## src/drf_pkg.sv

```systemverilog
`default_nettype none

package drf_pkg;

    // Action codes
    localparam logic [1:0] ACT_WRITE = 2'd0;
    localparam logic [1:0] ACT_READ  = 2'd1;
    localparam logic [1:0] ACT_MOVE  = 2'd2;
    localparam logic [1:0] ACT_CLEAR = 2'd3;

    // Buffer select codes
    localparam logic SEL_A = 1'b0;
    localparam logic SEL_B = 1'b1;

    // Width of the count fields in a result
    localparam int CNT_W = 3;

    typedef struct packed {
        logic [1:0] action;
        logic       buffer_sel;
        logic       source_sel;
        logic [7:0] write_value;
    } in_t;

    typedef struct packed {
        logic [7:0]       read_data;
        logic             ok;
        logic [CNT_W-1:0] moved_count;
        logic [CNT_W-1:0] level;
        logic [CNT_W-1:0] free_slots;
        logic             is_empty;
        logic             is_full;
    } out_t;

    // Pointer update request for one ring
    typedef struct packed {
        logic clear;
        logic inc_head;
        logic inc_tail;
    } ring_cmd_t;

endpackage

`default_nettype wire

```

## src/drf_ram.sv

```systemverilog
`default_nettype none

module drf_ram #(
    parameter int WIDTH = 8,
    parameter int DEPTH = 8
) (
    input  wire logic                     clk,
    input  wire logic                     wr_en,
    input  wire logic [$clog2(DEPTH)-1:0] wr_addr,
    input  wire logic [WIDTH-1:0]         wr_data,
    input  wire logic [$clog2(DEPTH)-1:0] rd_addr,
    output logic      [WIDTH-1:0]         rd_data
);

    logic [WIDTH-1:0] mem [DEPTH];

    always_ff @(posedge clk) begin
        if (wr_en) begin
            mem[wr_addr] <= wr_data;
        end
        rd_data <= mem[rd_addr];
    end

endmodule

`default_nettype wire

```

## src/drf_ring.sv

```systemverilog
`default_nettype none

// Head/tail pointers of one ring and its fill level.
module drf_ring #(
    parameter int DEPTH = 8
) (
    input  wire logic                     aclk,
    input  wire logic                     aresetn,
    input  wire drf_pkg::ring_cmd_t       cmd,
    output logic      [$clog2(DEPTH)-1:0] head,
    output logic      [$clog2(DEPTH)-1:0] tail,
    output logic      [$clog2(DEPTH)-1:0] level
);

    localparam int PW = $clog2(DEPTH);
    localparam logic [PW-1:0] LAST  = PW'(DEPTH - 1);
    localparam logic [PW:0]   DEPTH_W = (PW+1)'(DEPTH);

    logic [PW-1:0] head_reg, head_next;
    logic [PW-1:0] tail_reg, tail_next;
    logic [PW:0]   diff;

    always_comb begin
        head_next = head_reg;
        tail_next = tail_reg;
        if (cmd.clear) begin
            head_next = '0;
            tail_next = '0;
        end else begin
            if (cmd.inc_head) begin
                head_next = (head_reg == LAST) ? '0 : head_reg + 1'b1;
            end
            if (cmd.inc_tail) begin
                tail_next = (tail_reg == LAST) ? '0 : tail_reg + 1'b1;
            end
        end
    end

    // tail - head modulo DEPTH, valid for any DEPTH
    always_comb begin
        if (tail_reg >= head_reg) begin
            diff = {1'b0, tail_reg} - {1'b0, head_reg};
        end else begin
            diff = {1'b0, tail_reg} + DEPTH_W - {1'b0, head_reg};
        end
    end

    always_ff @(posedge aclk) begin
        if (!aresetn) begin
            head_reg <= '0;
            tail_reg <= '0;
        end else begin
            head_reg <= head_next;
            tail_reg <= tail_next;
        end
    end

    assign head  = head_reg;
    assign tail  = tail_reg;
    assign level = diff[PW-1:0];

endmodule

`default_nettype wire

```

## src/dual_ring_fifo_with_move.sv

```systemverilog
`default_nettype none
// Path, input transaction to result valid: write, clear, an empty read
// or a move that copies nothing go EXEC then RESULT; a read that pops
// adds RDWAIT for the registered memory read; a move of n > 0 bytes adds
// MOVE, copying one byte per cycle. A new transaction is taken only after
// the last result is built; a result held back by m_ready adds its wait.
// Reset: aresetn synchronous, active low; clears all pointers and control.

module dual_ring_fifo_with_move #(
    parameter int DEPTH = 8
) (
    input  wire logic           aclk,
    input  wire logic           aresetn,
    input  wire logic           s_valid,
    output logic                s_ready,
    input  wire drf_pkg::in_t   s_data,
    output logic                m_valid,
    input  wire logic           m_ready,
    output drf_pkg::out_t       m_data
);

    localparam int PW = $clog2(DEPTH);
    localparam int LW = (PW > drf_pkg::CNT_W) ? PW : drf_pkg::CNT_W;
    localparam logic [PW-1:0] LAST = PW'(DEPTH - 1);

    // Sequencer:
    //   IDLE   - takes one input transaction
    //   EXEC   - write / clear / pointer checks; read issues the RAM read
    //   RDWAIT - read data returns from the registered RAM port
    //   MOVE   - one source read issued and one destination write per cycle,
    //            the write following its read in the next cycle
    //   RESULT - builds the result, waits for the output register to free
    typedef enum logic [2:0] {
        ST_IDLE,
        ST_EXEC,
        ST_RDWAIT,
        ST_MOVE,
        ST_RESULT
    } state_t;

    state_t          state_reg, state_next;
    drf_pkg::in_t    cmd_reg, cmd_next;
    logic [PW-1:0]   issue_left_reg, issue_left_next;
    logic            pend_reg, pend_next;
    logic [PW-1:0]   moved_reg, moved_next;
    logic            ok_reg, ok_next;
    logic [7:0]      rdata_reg, rdata_next;
    logic            m_valid_reg, m_valid_next;
    drf_pkg::out_t   out_reg, out_next;

    // Per-ring signals, index 0 is A and 1 is B
    drf_pkg::ring_cmd_t ring_cmd [2];
    logic [PW-1:0]      head     [2];
    logic [PW-1:0]      tail     [2];
    logic [PW-1:0]      lvl      [2];
    logic [7:0]         ram_rd   [2];
    logic [1:0]         ram_we;
    logic [7:0]         ram_wd;

    genvar g;
    generate
        for (g = 0; g < 2; g++) begin : g_ring
            drf_ring #(
                .DEPTH (DEPTH)
            ) u_ring (
                .aclk    (aclk),
                .aresetn (aresetn),
                .cmd     (ring_cmd[g]),
                .head    (head[g]),
                .tail    (tail[g]),
                .level   (lvl[g])
            );

            // Read port always sits at the head: the byte to pop or move.
            drf_ram #(
                .WIDTH (8),
                .DEPTH (DEPTH)
            ) u_ram (
                .clk     (aclk),
                .wr_en   (ram_we[g]),
                .wr_addr (tail[g]),
                .wr_data (ram_wd),
                .rd_addr (head[g]),
                .rd_data (ram_rd[g])
            );
        end
    endgenerate

    logic          dsel, ssel;
    logic [PW-1:0] dst_lvl, src_lvl, dst_free, move_n;
    logic          dst_empty, dst_full;
    logic [LW-1:0] lvl_w, free_w, moved_w;

    assign dsel      = cmd_reg.buffer_sel;
    assign ssel      = cmd_reg.source_sel;
    assign dst_lvl   = lvl[dsel];
    assign src_lvl   = lvl[ssel];
    assign dst_free  = LAST - dst_lvl;
    assign dst_empty = (dst_lvl == '0);
    assign dst_full  = (dst_lvl == LAST);
    assign move_n    = (src_lvl < dst_free) ? src_lvl : dst_free;

    // Counts are reported modulo 8
    assign lvl_w   = LW'(dst_lvl);
    assign free_w  = LW'(dst_free);
    assign moved_w = LW'(moved_reg);

    // Write data: the input byte for a write, the source read data for a move
    assign ram_wd = (state_reg == ST_EXEC) ? cmd_reg.write_value : ram_rd[ssel];

    always_comb begin
        state_next      = state_reg;
        cmd_next        = cmd_reg;
        issue_left_next = issue_left_reg;
        pend_next       = 1'b0;
        moved_next      = moved_reg;
        ok_next         = ok_reg;
        rdata_next      = rdata_reg;
        m_valid_next    = m_valid_reg && !m_ready;
        out_next        = out_reg;
        ram_we          = '0;
        for (int i = 0; i < 2; i++) begin
            ring_cmd[i] = '0;
        end

        case (state_reg)
            ST_IDLE: begin
                if (s_valid) begin
                    cmd_next   = s_data;
                    moved_next = '0;
                    ok_next    = 1'b0;
                    rdata_next = '0;
                    state_next = ST_EXEC;
                end
            end
            ST_EXEC: begin
                state_next = ST_RESULT;
                case (cmd_reg.action)
                    drf_pkg::ACT_WRITE: begin
                        if (!dst_full) begin
                            ram_we[dsel]            = 1'b1;
                            ring_cmd[dsel].inc_tail = 1'b1;
                            ok_next                 = 1'b1;
                        end
                    end
                    drf_pkg::ACT_READ: begin
                        if (!dst_empty) begin
                            ring_cmd[dsel].inc_head = 1'b1;
                            ok_next                 = 1'b1;
                            state_next              = ST_RDWAIT;
                        end
                    end
                    drf_pkg::ACT_MOVE: begin
                        if (ssel != dsel && move_n != '0) begin
                            issue_left_next = move_n;
                            moved_next      = move_n;
                            ok_next         = 1'b1;
                            state_next      = ST_MOVE;
                        end
                    end
                    drf_pkg::ACT_CLEAR: begin
                        ring_cmd[dsel].clear = 1'b1;
                    end
                    default: begin
                    end
                endcase
            end
            ST_RDWAIT: begin
                rdata_next = ram_rd[dsel];
                state_next = ST_RESULT;
            end
            ST_MOVE: begin
                if (issue_left_reg != '0) begin
                    ring_cmd[ssel].inc_head = 1'b1;
                    issue_left_next         = issue_left_reg - 1'b1;
                    pend_next               = 1'b1;
                end
                if (pend_reg) begin
                    ram_we[dsel]            = 1'b1;
                    ring_cmd[dsel].inc_tail = 1'b1;
                end
                // last write goes out in the cycle after the last read
                if (issue_left_reg == '0) begin
                    state_next = ST_RESULT;
                end
            end
            ST_RESULT: begin
                if (!m_valid_reg || m_ready) begin
                    out_next.read_data   = rdata_reg;
                    out_next.ok          = ok_reg;
                    out_next.moved_count = moved_w[drf_pkg::CNT_W-1:0];
                    out_next.level       = lvl_w[drf_pkg::CNT_W-1:0];
                    out_next.free_slots  = free_w[drf_pkg::CNT_W-1:0];
                    out_next.is_empty    = dst_empty;
                    out_next.is_full     = dst_full;
                    m_valid_next         = 1'b1;
                    state_next           = ST_IDLE;
                end
            end
            default: begin
                state_next = ST_IDLE;
            end
        endcase
    end

    always_ff @(posedge aclk) begin
        if (!aresetn) begin
            state_reg      <= ST_IDLE;
            issue_left_reg <= '0;
            pend_reg       <= 1'b0;
            m_valid_reg    <= 1'b0;
        end else begin
            state_reg      <= state_next;
            issue_left_reg <= issue_left_next;
            pend_reg       <= pend_next;
            m_valid_reg    <= m_valid_next;
        end
        cmd_reg   <= cmd_next;
        moved_reg <= moved_next;
        ok_reg    <= ok_next;
        rdata_reg <= rdata_next;
        out_reg   <= out_next;
    end

    // A new transaction is taken only in IDLE; a finished result may still
    // be waiting in the output register meanwhile.
    assign s_ready = (state_reg == ST_IDLE);
    assign m_valid = m_valid_reg;
    assign m_data  = out_reg;

`ifndef ASSERT_OFF
    // A move never writes into a full destination
    a_move_room: assert property (@(posedge aclk) disable iff (!aresetn)
        (state_reg == ST_MOVE && pend_reg) |-> !dst_full)
        else $error("move write into full buffer");

    // Moves only run between two different rings
    a_move_rings: assert property (@(posedge aclk) disable iff (!aresetn)
        (state_reg == ST_MOVE) |-> (cmd_reg.source_sel != cmd_reg.buffer_sel))
        else $error("move with source equal to destination");

    // An accepted transaction always starts execution next cycle
    a_accept_exec: assert property (@(posedge aclk) disable iff (!aresetn)
        (s_valid && s_ready) |=> (state_reg == ST_EXEC))
        else $error("accepted transaction not executed");
`endif

endmodule

`default_nettype wire
```

## config.mk

```make
export PLATFORM = sky130hd
export DESIGN_NAME = dual_ring_fifo_with_move
export DESIGN_NICKNAME = d
export VERILOG_FILES = /design/src/drf_pkg.sv /design/src/drf_ram.sv /design/src/drf_ring.sv /design/src/dual_ring_fifo_with_move.sv
export SDC_FILE = /design/constraint.sdc
export NUM_CORES = 1
export LEC_CHECK = 0
export ABC_AREA = 1
export BUFFER_PORTS_ARGS = -buffer_cell sky130_fd_sc_hd__buf_2
export CAP_MARGIN = 25
export CORE_MARGIN = 2
export CORE_UTILIZATION = 30
export DETAILED_ROUTE_END_ITERATION = 10
export GPL_ROUTABILITY_DRIVEN = 1
export GPL_TIMING_DRIVEN = 0
export SETUP_SLACK_MARGIN = 0.2
export SLEW_MARGIN = 5
export SYNTH_ARGS = -nofsm -noshare
export SYNTH_HDL_FRONTEND = slang
export SYNTH_SLANG_ARGS = --single-unit
export TNS_END_PERCENT = 30
```

## constraint.sdc

```tcl
create_clock -name aclk -period 8 [get_ports aclk]
set_input_delay 0.8 -clock aclk [delete_from_list [all_inputs] [get_ports aclk]]
set_output_delay 0.8 -clock aclk [all_outputs]
set_load 0.03 [all_outputs]
```

After elaboration in Yosys (flattened, before gate mapping)
Memory sizes are Yosys's and may differ from the RTL's. A register that Yosys moved wholly into a read port is not among the register bits.
Cells that the tools add are included.

word-level totals
  logic and storage cells = 168
  memories = 2
  latch bits = 0
  output and inout bits = 22
  flip-flop bits (word level) = 64
  RAM bits = 128
  memory bits (read-only) = 0

cells by class
  equal/unequal tests = 23
  muxes and demuxes = 70
  reductions and logical operators = 27
  $add $sub $neg = 12
  divide/modulo/power cells = 0
  shifts and indexed selects = 0
  order comparisons = 9
  bitwise gates (word level) = 3
  multipliers = 0

memory list
  name                 depth  width  read ports  clocked after Yosys merged registers in  write ports  RTL line       RTL
  g_ring[0].u_ram.mem  8      8      1           1                                        1            drf_ram.sv:15  logic [WIDTH-1:0] mem [DEPTH];
  g_ring[1].u_ram.mem  8      8      1           1                                        1            drf_ram.sv:15

operators by type and width
  cell                                                  count
  two-way mux 3 bit                                     23
  two-way mux 8 bit                                     8
  adder 3 x 1 -> 3 bit (second input constant)          6
  equality test 3 bit (second input constant)           6
  case mux 3 bit (2 select lines)                       3
  case mux 6 bit (3 select lines)                       1
  case mux 8 bit (2 select lines)                       1
  case mux 3 bit (5 select lines)                       1
  two-way mux 1 bit                                     13
  demux 3 bit (select 1 bit)                            4
  two-way mux 6 bit                                     2
  case mux 6 bit (2 select lines)                       1
  subtractor 3 bit                                      4
  two-way mux 2 bit                                     5
  two-way mux 5 bit                                     2
  logical NOT 3 bit                                     3
  inequality test 3 bit (second input constant)         3
  inequality test 2 bit (second input constant)         4
  AND reduction 2 bit                                   4
  AND reduction 4 bit                                   2
  bitwise mux 6 bit                                     1
  equality test 3 x 2 -> 1 bit (second input constant)  2
  greater-or-equal comparator 3 bit                     2
  AND reduction 6 bit                                   1
  28 further kinds                                      42

Logic depth before layout (Yosys ltp)
Gate-level depths: netlist of run 1.

  depth in word-level cells = 14
  mapped depth = 23

By module
A second synthesis of run 1 with hierarchy kept.

unflattened totals
  cells, all modules = 976
  area total of the unflattened synthesis = 9459.1 sq um

by module, submodules not included
  module                    cells an instance  area each (sq um)  sequential area each (sq um)  instances
  drf_ram                   303                3050.4             2082.0                        2
  dual_ring_fifo_with_move  266                2585.0             1481.4                        1
  drf_ring                  52                 386.6              120.1                         2

Worst setup path before layout of run 1
No wires, ideal clock.

  kind = register to register
  start point = register g_ring[1].u_ring.head_reg[1]
  end point = register moved_reg[0], enable pin
  buffers on the path = 2
  stages on the path, launching flop included = 20
  path slack = 4.888 ns
  data arrival time = 2.809 ns
  period minus slack after synthesis = 3.112 ns
  cell sequence = dfxtp_1 clkbuf_1 inv_1 buf_1 fa_1 inv_1 nand2_1 nand3_1 nand3_2 nand2_4 inv_2 ha_1 nor2_1 nor2_1 o21ai_1 a21oi_2 nand2_2 nand2_2 nand2_4 o21a_1

on the way
  word-level cells in the longest chain between the ends = 12
  elaborated cells on any way between the ends = 17

RTL lines
  item                                                     RTL line                         RTL
  start, declared                                          drf_ring.sv:19                   logic [PW-1:0] head_reg, head_next;
  start signal, assigned                                   drf_ring.sv:53                   head_reg <= head_next;
  subtractor 3 bit (tied with other cells)                 drf_ring.sv:44                   diff = {1'b0, tail_reg} + DEPTH_W - {1'b0, head_reg};
  two-way mux 3 bit *                                      drf_ring.sv:41                   if (tail_reg >= head_reg) begin
  two-way mux 3 bit (implied by the code) * (3 in series)  dual_ring_fifo_with_move.sv:96   assign dst_lvl = lvl[dsel];
  subtractor 3 bit *                                       dual_ring_fifo_with_move.sv:98   assign dst_free = LAST - dst_lvl;
  net dst_free[2]                                          dual_ring_fifo_with_move.sv:90   logic [PW-1:0] dst_lvl, src_lvl, dst_free, move_n;
  < comparator 3 bit                                       dual_ring_fifo_with_move.sv:101  assign move_n = (src_lvl < dst_free) ? src_lvl : dst_free;
  two-way mux 3 bit *                                      dual_ring_fifo_with_move.sv:101
  nonzero test 3 bit *                                     dual_ring_fifo_with_move.sv:154  if (ssel != dsel && move_n != '0) begin
  logical AND 1 bit *                                      dual_ring_fifo_with_move.sv:154
  inequality test 2 x 1 -> 1 bit (no source line) *        -
  AND reduction 4 bit (no source line) *                   -
  end signal, assigned                                     dual_ring_fifo_with_move.sv:219  moved_reg <= moved_next;
  end, declared                                            dual_ring_fifo_with_move.sv:45   logic [PW-1:0] moved_reg, moved_next;

The timed path passes the listed nets; every way through them passes the cells marked *. The select of a mux whose other input is x is not followed.
A chain may end at the register's enable or synchronous reset.

Worst setup path in the final report of run 1
  start point = register g_ring[0].u_ring.head_reg[1]
  end point = memory g_ring[0].u_ram.mem[4][2], enable pin

on the way
  word-level cells in the longest chain between the ends = 11
  elaborated cells on any way between the ends = 13

RTL lines
  item                                                     RTL line                         RTL
  start, declared                                          drf_ring.sv:19
  start signal, assigned                                   drf_ring.sv:53
  subtractor 3 bit (tied with other cells)                 drf_ring.sv:44
  two-way mux 3 bit *                                      drf_ring.sv:41
  two-way mux 3 bit (implied by the code) * (3 in series)  dual_ring_fifo_with_move.sv:96
  equality test 3 bit *                                    dual_ring_fifo_with_move.sv:100  assign dst_full = (dst_lvl == LAST);
  net dst_full                                             dual_ring_fifo_with_move.sv:91   logic dst_empty, dst_full;
  two-way mux 2 bit *                                      dual_ring_fifo_with_move.sv:140  if (!dst_full) begin
  two-way mux 2 bit *                                      dual_ring_fifo_with_move.sv:138  case (cmd_reg.action)
  case mux 2 bit (2 select lines) *                        dual_ring_fifo_with_move.sv:126  case (state_reg)
  two-way mux 1 bit *                                      drf_ram.sv:18                    if (wr_en) begin
  two-way mux 1 bit (implied by the code) *                drf_ram.sv:19                    mem[wr_addr] <= wr_data;
  end, declared                                            drf_ram.sv:15

Marks and branches as above.

==> impl_metrics.env, run 1 <==
export IMPL_hpwl_um=13600
export IMPL_reg2reg_from="g_ring[0].u_ring.head[1]"
export IMPL_powerDensity_nw_per_um2=265
export IMPL_setup_viol=0
export IMPL_grt_pass1_vias=5469
export IMPL_dieHeight_um=174
export IMPL_syn_nets=809
export IMPL_die_area_um2=30400
export IMPL_final_nets=884
export IMPL_top_register="g_ring.u_ram.mem"
export IMPL_setup_tns_final_ns=0
export IMPL_hp_class="reg -> reg"
export IMPL_pre_cts_ws_ns=4.11
export IMPL_setup_worst_path_start="g_ring[0].u_ring.head[1]"
export IMPL_cpMaxStageDelayCell="nor2_1"
export IMPL_antenna_found_initial=0
export IMPL_grt_pass1_wl_um=30200
export IMPL_grt_max_degree=16
export IMPL_drc_errors=0
export IMPL_start_util_pct=30.4
export IMPL_crit_required_ns=8.13
export IMPL_design_power_total_uw=2690
export IMPL_maxSlewViolCount=0
export IMPL_maxCapViolations=0
export IMPL_utilization_pct=35.5
export IMPL_synthCells=774
export IMPL_firstDrtPassIters=8
export IMPL_cts_buffers=23
export IMPL_overflow=0
export IMPL_portBuffers=37
export IMPL_arrival_ns=3.97
export IMPL_layout_drive_gt1_share_pct=16.0
export IMPL_ys_ff_latch=208
export IMPL_root_buffer="clkbuf_16"
export IMPL_synth_edf_count=172
export IMPL_fillers=2808
export IMPL_io_pins=38
export IMPL_max_freq_ghz=0.260
export IMPL_clock_skew_ns=0.0185
export IMPL_ctsResizeCount=0
export IMPL_hold_viol_final=0
export IMPL_synth_area_per_cell_um2=11.2
export IMPL_largest_reg_flops=128
export IMPL_cts_buffer_depth=3
export IMPL_p_leak_uw=0.00374
export IMPL_multi_input_area_um2=2500
export IMPL_worst_hold_slack_ns=0.416
export IMPL_seq_area_frac_synth_pct=67.6
export IMPL_clk_insertion_delay_late_ns=0.51
export IMPL_worstMarginPinSlew_ns=0.875
export IMPL_setup_ws_ns=4.15
export IMPL_cts_tree="yes"
export IMPL_numClockSinks=208
export IMPL_path_max_fanout=10
export IMPL_antenna_left=0
export IMPL_grt_setup_unrepaired="no"
export IMPL_coreArea_um2=28600
export IMPL_crit_top_cell="nand2_1"
export IMPL_grt_use_total_pct=12.6
export IMPL_n_antenna_cell=0
export IMPL_cp_start_kind="register"
export IMPL_clkTransAtPathRegs_ns=0.06
export IMPL_die_w_um=174
export IMPL_run_status="complete, no violations"
export IMPL_register_area_um2=5890
export IMPL_post_drt_wl_per_cell_um=15.1
export IMPL_htree_levels=1
export IMPL_min_period_ns=3.85
export IMPL_viasPerCell=4.64
export IMPL_wl_um=18900
export IMPL_ctsHoldBuffers=0
export IMPL_vdd_drop_max_mv=0.150
export IMPL_rows=62
export IMPL_vias=5792
export IMPL_synthesis_area_um2=8700
export IMPL_drtIter0Drc=494
export IMPL_post_route_period_util_pct=48.1
export IMPL_cp_num_buf_inv=4
export IMPL_critPathTopFamily="simple AND/OR/NAND/NOR gates"
export IMPL_cp_slowest_stage_delay_ns=0.68
export IMPL_min_from="rdata_reg[5]"
export IMPL_max_slew_margin_pct=41.4
export IMPL_r2r_setup_slack_ns=4.15
export IMPL_syn_to_final_growth_pct=16.6
export IMPL_synth_ff_type="edfxtp_1"
export IMPL_cts_setup_buffers=0
export IMPL_crit_type="reg -> reg"
export IMPL_place_gp_congestion=0.801
export IMPL_yosys_warnings=0
export IMPL_cp_end_kind="register"
export IMPL_synthDistinctLibCells=36
export IMPL_synth_async_reset_ratio_pct=0
export IMPL_crit_chain="clkbuf_1 -> inv_1 -> buf_1 -> fa_1 -> inv_1 -> nand2_1 -> nand3_1 -> nand3_2 -> nand2_4 -> nor3_4 -> nor2_4 -> nand3_1 -> nand2_1 -> nand2_1 -> nor2_1"
## worst paths after layout
check	cells past startpoint	end
worst max-delay path	15	g_ring[0].u_ram.mem[4][2]
worst min-delay path	0	m_data[17]
worst max register to register	15	g_ring[0].u_ram.mem[4][2]
worst min register to register	0	m_data[17]
## cells by family (layout without fill, tap and decap cells)
logic type / count (synthesis) / in the layout / synth area share, %
AND/OR/NAND/NOR: 312 / 312 / 15.7
flip-flops: 208 / 208 / 67.6
AO/OA/AOI/OAI: 152 / 152 / 9.80
buffers and inverters: 81 / 171 / 3.75
adder cells (fa/ha/maj): 19 / 19 / 2.90
XOR/XNOR: 2 / 2 / 0.201
## per-layer routing
metal  share of wire (%)  global-route usage (%)  wire [µm]
met1                  46                    17.1       8730
met3                 5.7                    2.52       1070
met5                   0                       0          0
met2                  46                    20.4       8720
met4                 1.9                    3.61        361
## cells in the mapped netlist, types with 2 or more instances
cell type | number | area (µm²)
ha_1 | 17 | 213
buf_1 | 2 | 7.51
o21ai_1 | 7 | 35.0
o21ai_0 | 73 | 365
nor3_1 | 6 | 30.0
o21ai_2 | 4 | 35.0
nor2_4 | 2 | 22.5
nand3_1 | 24 | 120
nor3_4 | 2 | 32.5
nand2_4 | 4 | 45.0
nand2_2 | 10 | 62.6
edfxtp_1 | 172 | 5160
a31oi_1 | 26 | 163
a21boi_1 | 2 | 15.0
inv_2 | 12 | 45.0
xor2_1 | 2 | 17.5
o22ai_1 | 16 | 100
nand2_1 | 85 | 319
fa_1 | 2 | 40.0
nand3_2 | 4 | 40.0
dfxtp_1 | 36 | 721
inv_1 | 38 | 143
a21oi_1 | 20 | 100
o21a_1 | 2 | 15.0
clkbuf_1 | 22 | 82.6
nor2_1 | 170 | 638
buf_2 | 4 | 20.0
nor2_8 | 2 | 40.0
## placed cells by master, fill, tap and decap left out, types with 2 or more instances in the layout
cell type	count
clkbuf_16	23
nand2_1	85
inv_1	38
o22ai_1	16
clkinv_1	4
a21oi_1	19
o21ai_2	4
nand2_2	10
edfxtp_1	172
buf_2	43
nor2_1	170
o21a_1	2
buf_1	2
nor2_4	2
nand3_1	24
nor3_4	2
nand2_4	4
o21ai_1	7
buf_4	10
o21ai_0	73
nand3_2	4
dfxtp_1	36
nor3_1	5
nor2_8	2
inv_2	12
a31oi_1	26
clkinv_2	7
clkbuf_1	23
a21oi_2	2
xor2_1	2
fa_1	2
a21boi_1	2
inv_6	3
ha_1	17
## stage by stage
step                cell area [µm²]  instances
floorplan                      8700        774
CTS                           10200       1248
global placement               9370       1195
global route                  10200       1248
detailed placement             9480       1208
finish                        10200       1248
## report_power, final
part	switching (µW)	total, µW	internal, µW
clock network	418	946	528
logic	289	400	111
registers	28.0	1340	1310
total	735	2690	1950
## area by class of cell
cell class,instances,share of cell area [%]
clock inverters,16,0.912
inverters,52,2.02
clock buffers,24,5.71
multi-input cells,485,24.6
plain buffers,29,1.20
repair buffers,50,2.81
well taps,384,4.73
flip-flops and latches,208,58.0
Power figures use the tool's default switching activity.
==> inputs of run 2 (changes only) <==
==> constraint.sdc (replaced) <==
create_clock -name aclk -period 3.7 [get_ports aclk]
set_input_delay 0.37 -clock aclk [delete_from_list [all_inputs] [get_ports aclk]]
set_output_delay 0.37 -clock aclk [all_outputs]
set_load 0.03 [all_outputs]
==> impl_metrics.env, run 2 (synthesized netlist as in run 1, its figures left out) <==
export IMPL_place_gp_congestion=0.801
export IMPL_htree_levels=1
export IMPL_min_period_ns=3.22
export IMPL_cts_setup_buffers=0
export IMPL_maxCapViolations=0
export IMPL_arrival_ns=3.41
export IMPL_powerDensity_nw_per_um2=569
export IMPL_coreArea_um2=28600
export IMPL_vdd_drop_max_mv=0.324
export IMPL_hold_viol_final=0
export IMPL_final_nets=884
export IMPL_run_status="complete, no violations"
export IMPL_grt_pass1_vias=5477
export IMPL_crit_type="reg -> reg"
export IMPL_firstDrtPassIters=5
export IMPL_hpwl_um=13600
export IMPL_final_common_cell="edfxtp_1"
export IMPL_cts_buffers=23
export IMPL_cp_slowest_stage_delay_ns=0.46
export IMPL_layout_drive_gt1_share_pct=18.3
export IMPL_dieHeight_um=174
export IMPL_wl_um=18900
export IMPL_crit_chain="buf_4 -> inv_2 -> buf_4 -> fa_1 -> inv_1 -> nand2_1 -> nand3_1 -> nand3_2 -> nand2_4 -> nor3_4 -> nor2_4 -> nand3_1 -> nand2_1 -> inv_2 -> nor3_1 -> buf_2"
export IMPL_antenna_found_initial=0
export IMPL_path_max_fanout=10
export IMPL_numClockSinks=208
export IMPL_grt_pass1_wl_um=30200
export IMPL_portBuffers=37
export IMPL_max_slew_margin_pct=44.5
export IMPL_fillers=2797
export IMPL_antenna_left=0
export IMPL_setup_tns_final_ns=0
export IMPL_start_util_pct=30.4
export IMPL_p_leak_uw=0.00375
export IMPL_syn_to_final_growth_pct=17.4
export IMPL_overflow=0
export IMPL_cpMaxStageDelayCell="fa_1"
export IMPL_drtIter0Drc=477
export IMPL_max_freq_ghz=0.311
export IMPL_ctsHoldBuffers=0
export IMPL_crit_required_ns=3.89
export IMPL_clk_insertion_delay_late_ns=0.51
export IMPL_n_antenna_cell=0
export IMPL_r2r_setup_slack_ns=0.48
export IMPL_grt_use_total_pct=12.6
export IMPL_die_w_um=174
export IMPL_die_area_um2=30400
export IMPL_cp_num_buf_inv=6
export IMPL_grt_max_degree=16
export IMPL_viasPerCell=4.62
export IMPL_largest_reg_flops=128
export IMPL_post_drt_wl_per_cell_um=15.2
export IMPL_clkTransAtPathRegs_ns=0.06
export IMPL_fin_area_um2=10200
export IMPL_worstMarginPinSlew_ns=0.829
export IMPL_clock_skew_ns=0.0188
export IMPL_grt_setup_unrepaired="yes"
export IMPL_top_register="g_ring.u_ram.mem"
export IMPL_root_buffer="clkbuf_16"
export IMPL_cts_tree="yes"
export IMPL_place_area_um2=9480
export IMPL_vias=5762
export IMPL_cp_end_kind="register"
export IMPL_io_pins=38
export IMPL_drc_errors=0
export IMPL_maxSlewViolCount=0
export IMPL_cp_start_kind="register"
export IMPL_design_power_total_uw=5820
export IMPL_cts_buffer_depth=3
export IMPL_hp_class="in -> reg"
export IMPL_critPathTopFamily="simple AND/OR/NAND/NOR gates"
export IMPL_layout_common_cells="edfxtp_1, nor2_1, nand2_1"
export IMPL_post_route_period_util_pct=87.0
export IMPL_utilization_pct=35.7
export IMPL_rows=62
export IMPL_setup_viol=0
[run 2: changes by cell type in the layout (fill, tap and decap cells not counted), moves of 2 or more]
cell      previous run  this run
nor2_2               1        11
inv_1               38        36
clkbuf_1            23        21
buf_4               10        13
nor2_1             170       160
buf_1                2         0
inv_2               12        14
[run 2: final timing paths]
path                                 start                        end  cells after the start
setup reg to reg  g_ring[1].u_ring.head[1]  g_ring[1].u_ram.mem[0][5]                     16
hold / removal                   s_data[9]                       dsel                      1
setup / recovery  g_ring[1].u_ring.head[1]  g_ring[1].u_ram.mem[0][5]                     16
hold reg to reg               rdata_reg[5]                 m_data[17]                      0
[run 2: through the flow]
step                std cells  hold WS (ns)  worst slack [ns]
floorplan                 774         0.400             0.588
global placement         1195         0.403            -0.537
detailed placement       1208         0.406            -0.192
CTS                      1248        0.0173            0.0732
global route             1248        0.0148             0.186
finish                   1248        0.0398             0.483
[run 2: final cells by class]
cell class,count,area [µm²],share of cell area [%]
multi-input combinational,485,2550,25.0
buffer,29,140,1.37
clock buffer,24,579,5.67
timing repair buffer,50,285,2.79
sequential,208,5890,57.6
inverter,52,205,2.01
clock inverter,16,92.6,0.906
tap,384,480,4.70
[run 2: what timing repair did]
action / CTS / global route
pin swaps: 0 / 0
resized for setup: 12 / 22
setup endpoints to repair: 136 / 139
[run 2: power breakdown]
group / switching, µW / internal (µW) / leakage (µW)
Clock: 901 / 1140 / 0.000336
Sequential: 60.9 / 2840 / 0.00186
Combinational: 631 / 245 / 0.00155
Total: 1590 / 4230 / 0.00375
[run 2: layer usage]
| metal | share of wire, % | global-route usage, % | wire [µm] | vias to the layer above |
|---|---|---|---|---|
| met5 | 0 | 0 | 0 | - |
| met4 | 1.9 | 3.61 | 363 | 0 |
| met3 | 5.5 | 2.52 | 1040 | 26 |
| met2 | 46 | 20.4 | 8760 | 122 |
| met1 | 46 | 17.1 | 8770 | 2767 |
| li1 | - | - | - | 2847 |
==> inputs of run 3 (changes only) <==
--- a/config.mk
+++ b/config.mk
@@ -5,7 +5,6 @@
 export SDC_FILE = /design/constraint.sdc
 export NUM_CORES = 1
 export LEC_CHECK = 0
-export ABC_AREA = 1
 export BUFFER_PORTS_ARGS = -buffer_cell sky130_fd_sc_hd__buf_2
 export CAP_MARGIN = 25
 export CORE_MARGIN = 2
==> constraint.sdc (replaced) <==
create_clock -name aclk -period 3.7 [get_ports aclk]
set_input_delay 0.555 -clock aclk [delete_from_list [all_inputs] [get_ports aclk]]
set_output_delay 0.555 -clock aclk [all_outputs]
set_load 0.03 [all_outputs]
==> impl_metrics.env, run 3 <==
export IMPL_run_status="complete, no violations"
export IMPL_grt_pass1_wl_um=27500
export IMPL_wl_um=17700
export IMPL_synth_async_reset_ratio_pct=0
export IMPL_syn_nets=552
export IMPL_root_buffer="clkbuf_16"
export IMPL_cts_tree="yes"
export IMPL_synthMostInstantiatedCell="edfxtp_1"
export IMPL_overflow=0
export IMPL_dieHeight_um=172
export IMPL_cp_start_kind="register"
export IMPL_pre_cts_ws_ns=-0.536
export IMPL_synth_largest_area_cell="edfxtp_1"
export IMPL_crit_required_ns=3.88
export IMPL_final_nets=633
export IMPL_post_route_period_util_pct=93.0
export IMPL_htree_levels=1
export IMPL_vias=4722
export IMPL_ctsHoldBuffers=0
export IMPL_maxSlewViolCount=0
export IMPL_ys_ff_latch=208
export IMPL_synthCells=517
export IMPL_hpwl_um=12400
export IMPL_setup_ws_ns=0.260
export IMPL_hold_viol_final=0
export IMPL_cts_buffer_depth=3
export IMPL_crit_type="reg -> reg"
export IMPL_setup_tns_final_ns=0
export IMPL_p_int_uw=3830
export IMPL_rr_worst_depth=13
export IMPL_arrival_ns=3.62
export IMPL_top_register="g_ring.u_ram.mem"
export IMPL_pwr_share_comb_pct=4.2
export IMPL_clock_skew_ns=0.0103
export IMPL_viasPerCell=4.77
export IMPL_rows=61
export IMPL_grt_max_degree=17
export IMPL_cts_buffers=21
export IMPL_synth_area_per_cell_um2=16.4
export IMPL_vdd_drop_max_mv=0.255
export IMPL_p_leak_uw=0.00340
export IMPL_drtIter0Drc=300
export IMPL_die_area_um2=29600
export IMPL_synthesis_area_um2=8470
export IMPL_p_sw_uw=1020
export IMPL_numClockSinks=208
export IMPL_grt_setup_unrepaired="yes"
export IMPL_setup_viol=0
export IMPL_synth_top_cell_area_share_pct=61.0
export IMPL_path_max_fanout=10
export IMPL_synth_ff_type="edfxtp_1"
export IMPL_min_period_ns=3.44
export IMPL_layout_common_cells="edfxtp_1, buf_2, nand2_1, dfxtp_1, mux4_2"
export IMPL_grt_use_total_pct=12.1
export IMPL_portBuffers=37
export IMPL_n_antenna_cell=0
export IMPL_yosys_warnings=0
export IMPL_worstMarginPinSlew_ns=0.897
export IMPL_synth_area_leaders="edfxtp_1, dfxtp_1, mux4_2"
export IMPL_final_common_cell="edfxtp_1"
export IMPL_syn_to_final_growth_pct=21.0
export IMPL_coreArea_um2=27800
export IMPL_layout_drive_gt1_share_pct=30.3
export IMPL_synth_commonest_cells="edfxtp_1, dfxtp_1, nor2_1"
export IMPL_maxCapViolations=0
export IMPL_largest_reg_flops=128
export IMPL_clkTransAtPathRegs_ns=0.06
export IMPL_clockPowerShare_pct=42.2
export IMPL_p_sw_share_pct=21.0
export IMPL_max_freq_ghz=0.291
export IMPL_antenna_found_initial=0
export IMPL_pwr_share_seq_pct=53.6
export IMPL_post_drt_wl_per_cell_um=17.9
export IMPL_max_slew_margin_pct=39.6
export IMPL_start_util_pct=30.5
export IMPL_grt_pass1_vias=4973
export IMPL_synthDistinctLibCells=53
export IMPL_firstDrtPassIters=5
export IMPL_drc_errors=0
export IMPL_cp_end_kind="register"
export IMPL_io_pins=38
export IMPL_fillers=2609
export IMPL_seq_area_frac_synth_pct=69.5
export IMPL_clk_insertion_delay_late_ns=0.50
export IMPL_die_w_um=172
export IMPL_powerDensity_nw_per_um2=473
export IMPL_synth_edf_count=172
export IMPL_worstHoldPathCells=1
export IMPL_antenna_left=0
export IMPL_place_gp_congestion=0.840
export IMPL_hp_class="in -> reg"
==> run 3: cells by family after synthesis <==
family | share of synthesized area, %
buffers and inverters | 1.98
multiplexers | 14.0
flip-flops | 69.5
XOR/XNOR | 0.694
adder cells (fa/ha/maj) | 2.98
AO/OA/AOI/OAI | 4.48
AND/OR/NAND/NOR | 6.40
==> run 3: final timing paths <==
kind              slack [ns]                startpoint            to
setup / recovery        0.26  g_ring[1].u_ring.head[1]  moved_reg[2]
hold / removal          0.23                 s_data[0]    cmd_reg[0]
setup reg to reg        0.26  g_ring[1].u_ring.head[1]  moved_reg[2]
hold reg to reg         0.42              rdata_reg[7]    m_data[19]
==> run 3: through the flow <==
stage | cell area, µm² | instances | hold WS [ns] | power [µW] | utilization, %
2_1_floorplan | 8510 | 517 | 0.400 | 2760 | -
3_3_place_gp | 9170 | 932 | 0.408 | 2820 | 33.0
3_5_place_dp | 9290 | 947 | 0.405 | 2840 | 33.4
4_1_cts | 10100 | 987 | 0.210 | 4890 | 36.4
5_1_grt | 10200 | 989 | 0.212 | 5010 | 36.9
6_report | 10200 | 989 | 0.231 | 4850 | 36.9
==> run 3: power by group through the flow <==
stage / Clock (µW) / Combinational, µW / Sequential (µW)
after floorplan: 0 / 106 / 2660
after global placement: 0 / 174 / 2650
after global routing: 2190 / 221 / 2600
after detailed placement: 0 / 193 / 2650
final: 2050 / 201 / 2600
after CTS: 2090 / 197 / 2600
==> run 3: area by class of cell <==
class / count / area [µm²] / share of cell area [%]
Sequential cell: 208 / 5890 / 57.5
Multi-Input combinational cell: 267 / 2640 / 25.8
Clock buffer: 24 / 537 / 5.24
Tap cell: 378 / 473 / 4.62
Timing Repair Buffer: 58 / 360 / 3.52
Buffer: 23 / 150 / 1.47
Clock inverter: 12 / 120 / 1.17
Inverter: 19 / 71.3 / 0.696
==> run 3: per-layer routing <==
layer / GRT usage [%] / up-vias / share of wire (%)
met1: 16.1 / 2389 / 44
met4: 3.47 / 0 / 2.2
met5: 0 / - / 0
li1: - / 2158 / -
met2: 20.0 / 139 / 48
met3: 2.79 / 36 / 6.6
==> run 3: repair_timing <==
| action | CTS | global route |
|---|---|---|
| buffers inserted | 4 | 1 |
| pin swaps | 4 | 2 |
| setup endpoints to repair | 137 | 127 |
| resized for setup | 30 | 20 |
==> run 3: worst max-delay path, stage by stage, from the launching register on <==
cell,delay [ns]
dfxtp_2,0.35
clkbuf_8,0.18
clkbuf_16,0.17
inv_1,0.07
fa_2,0.38
xor3_2,0.29
mux2i_2,0.21
ha_1,0.29
a41o_1,0.25
a31o_2,0.26
mux2i_4,0.22
nand3_2,0.10
nand2_1,0.10
a22oi_2,0.26
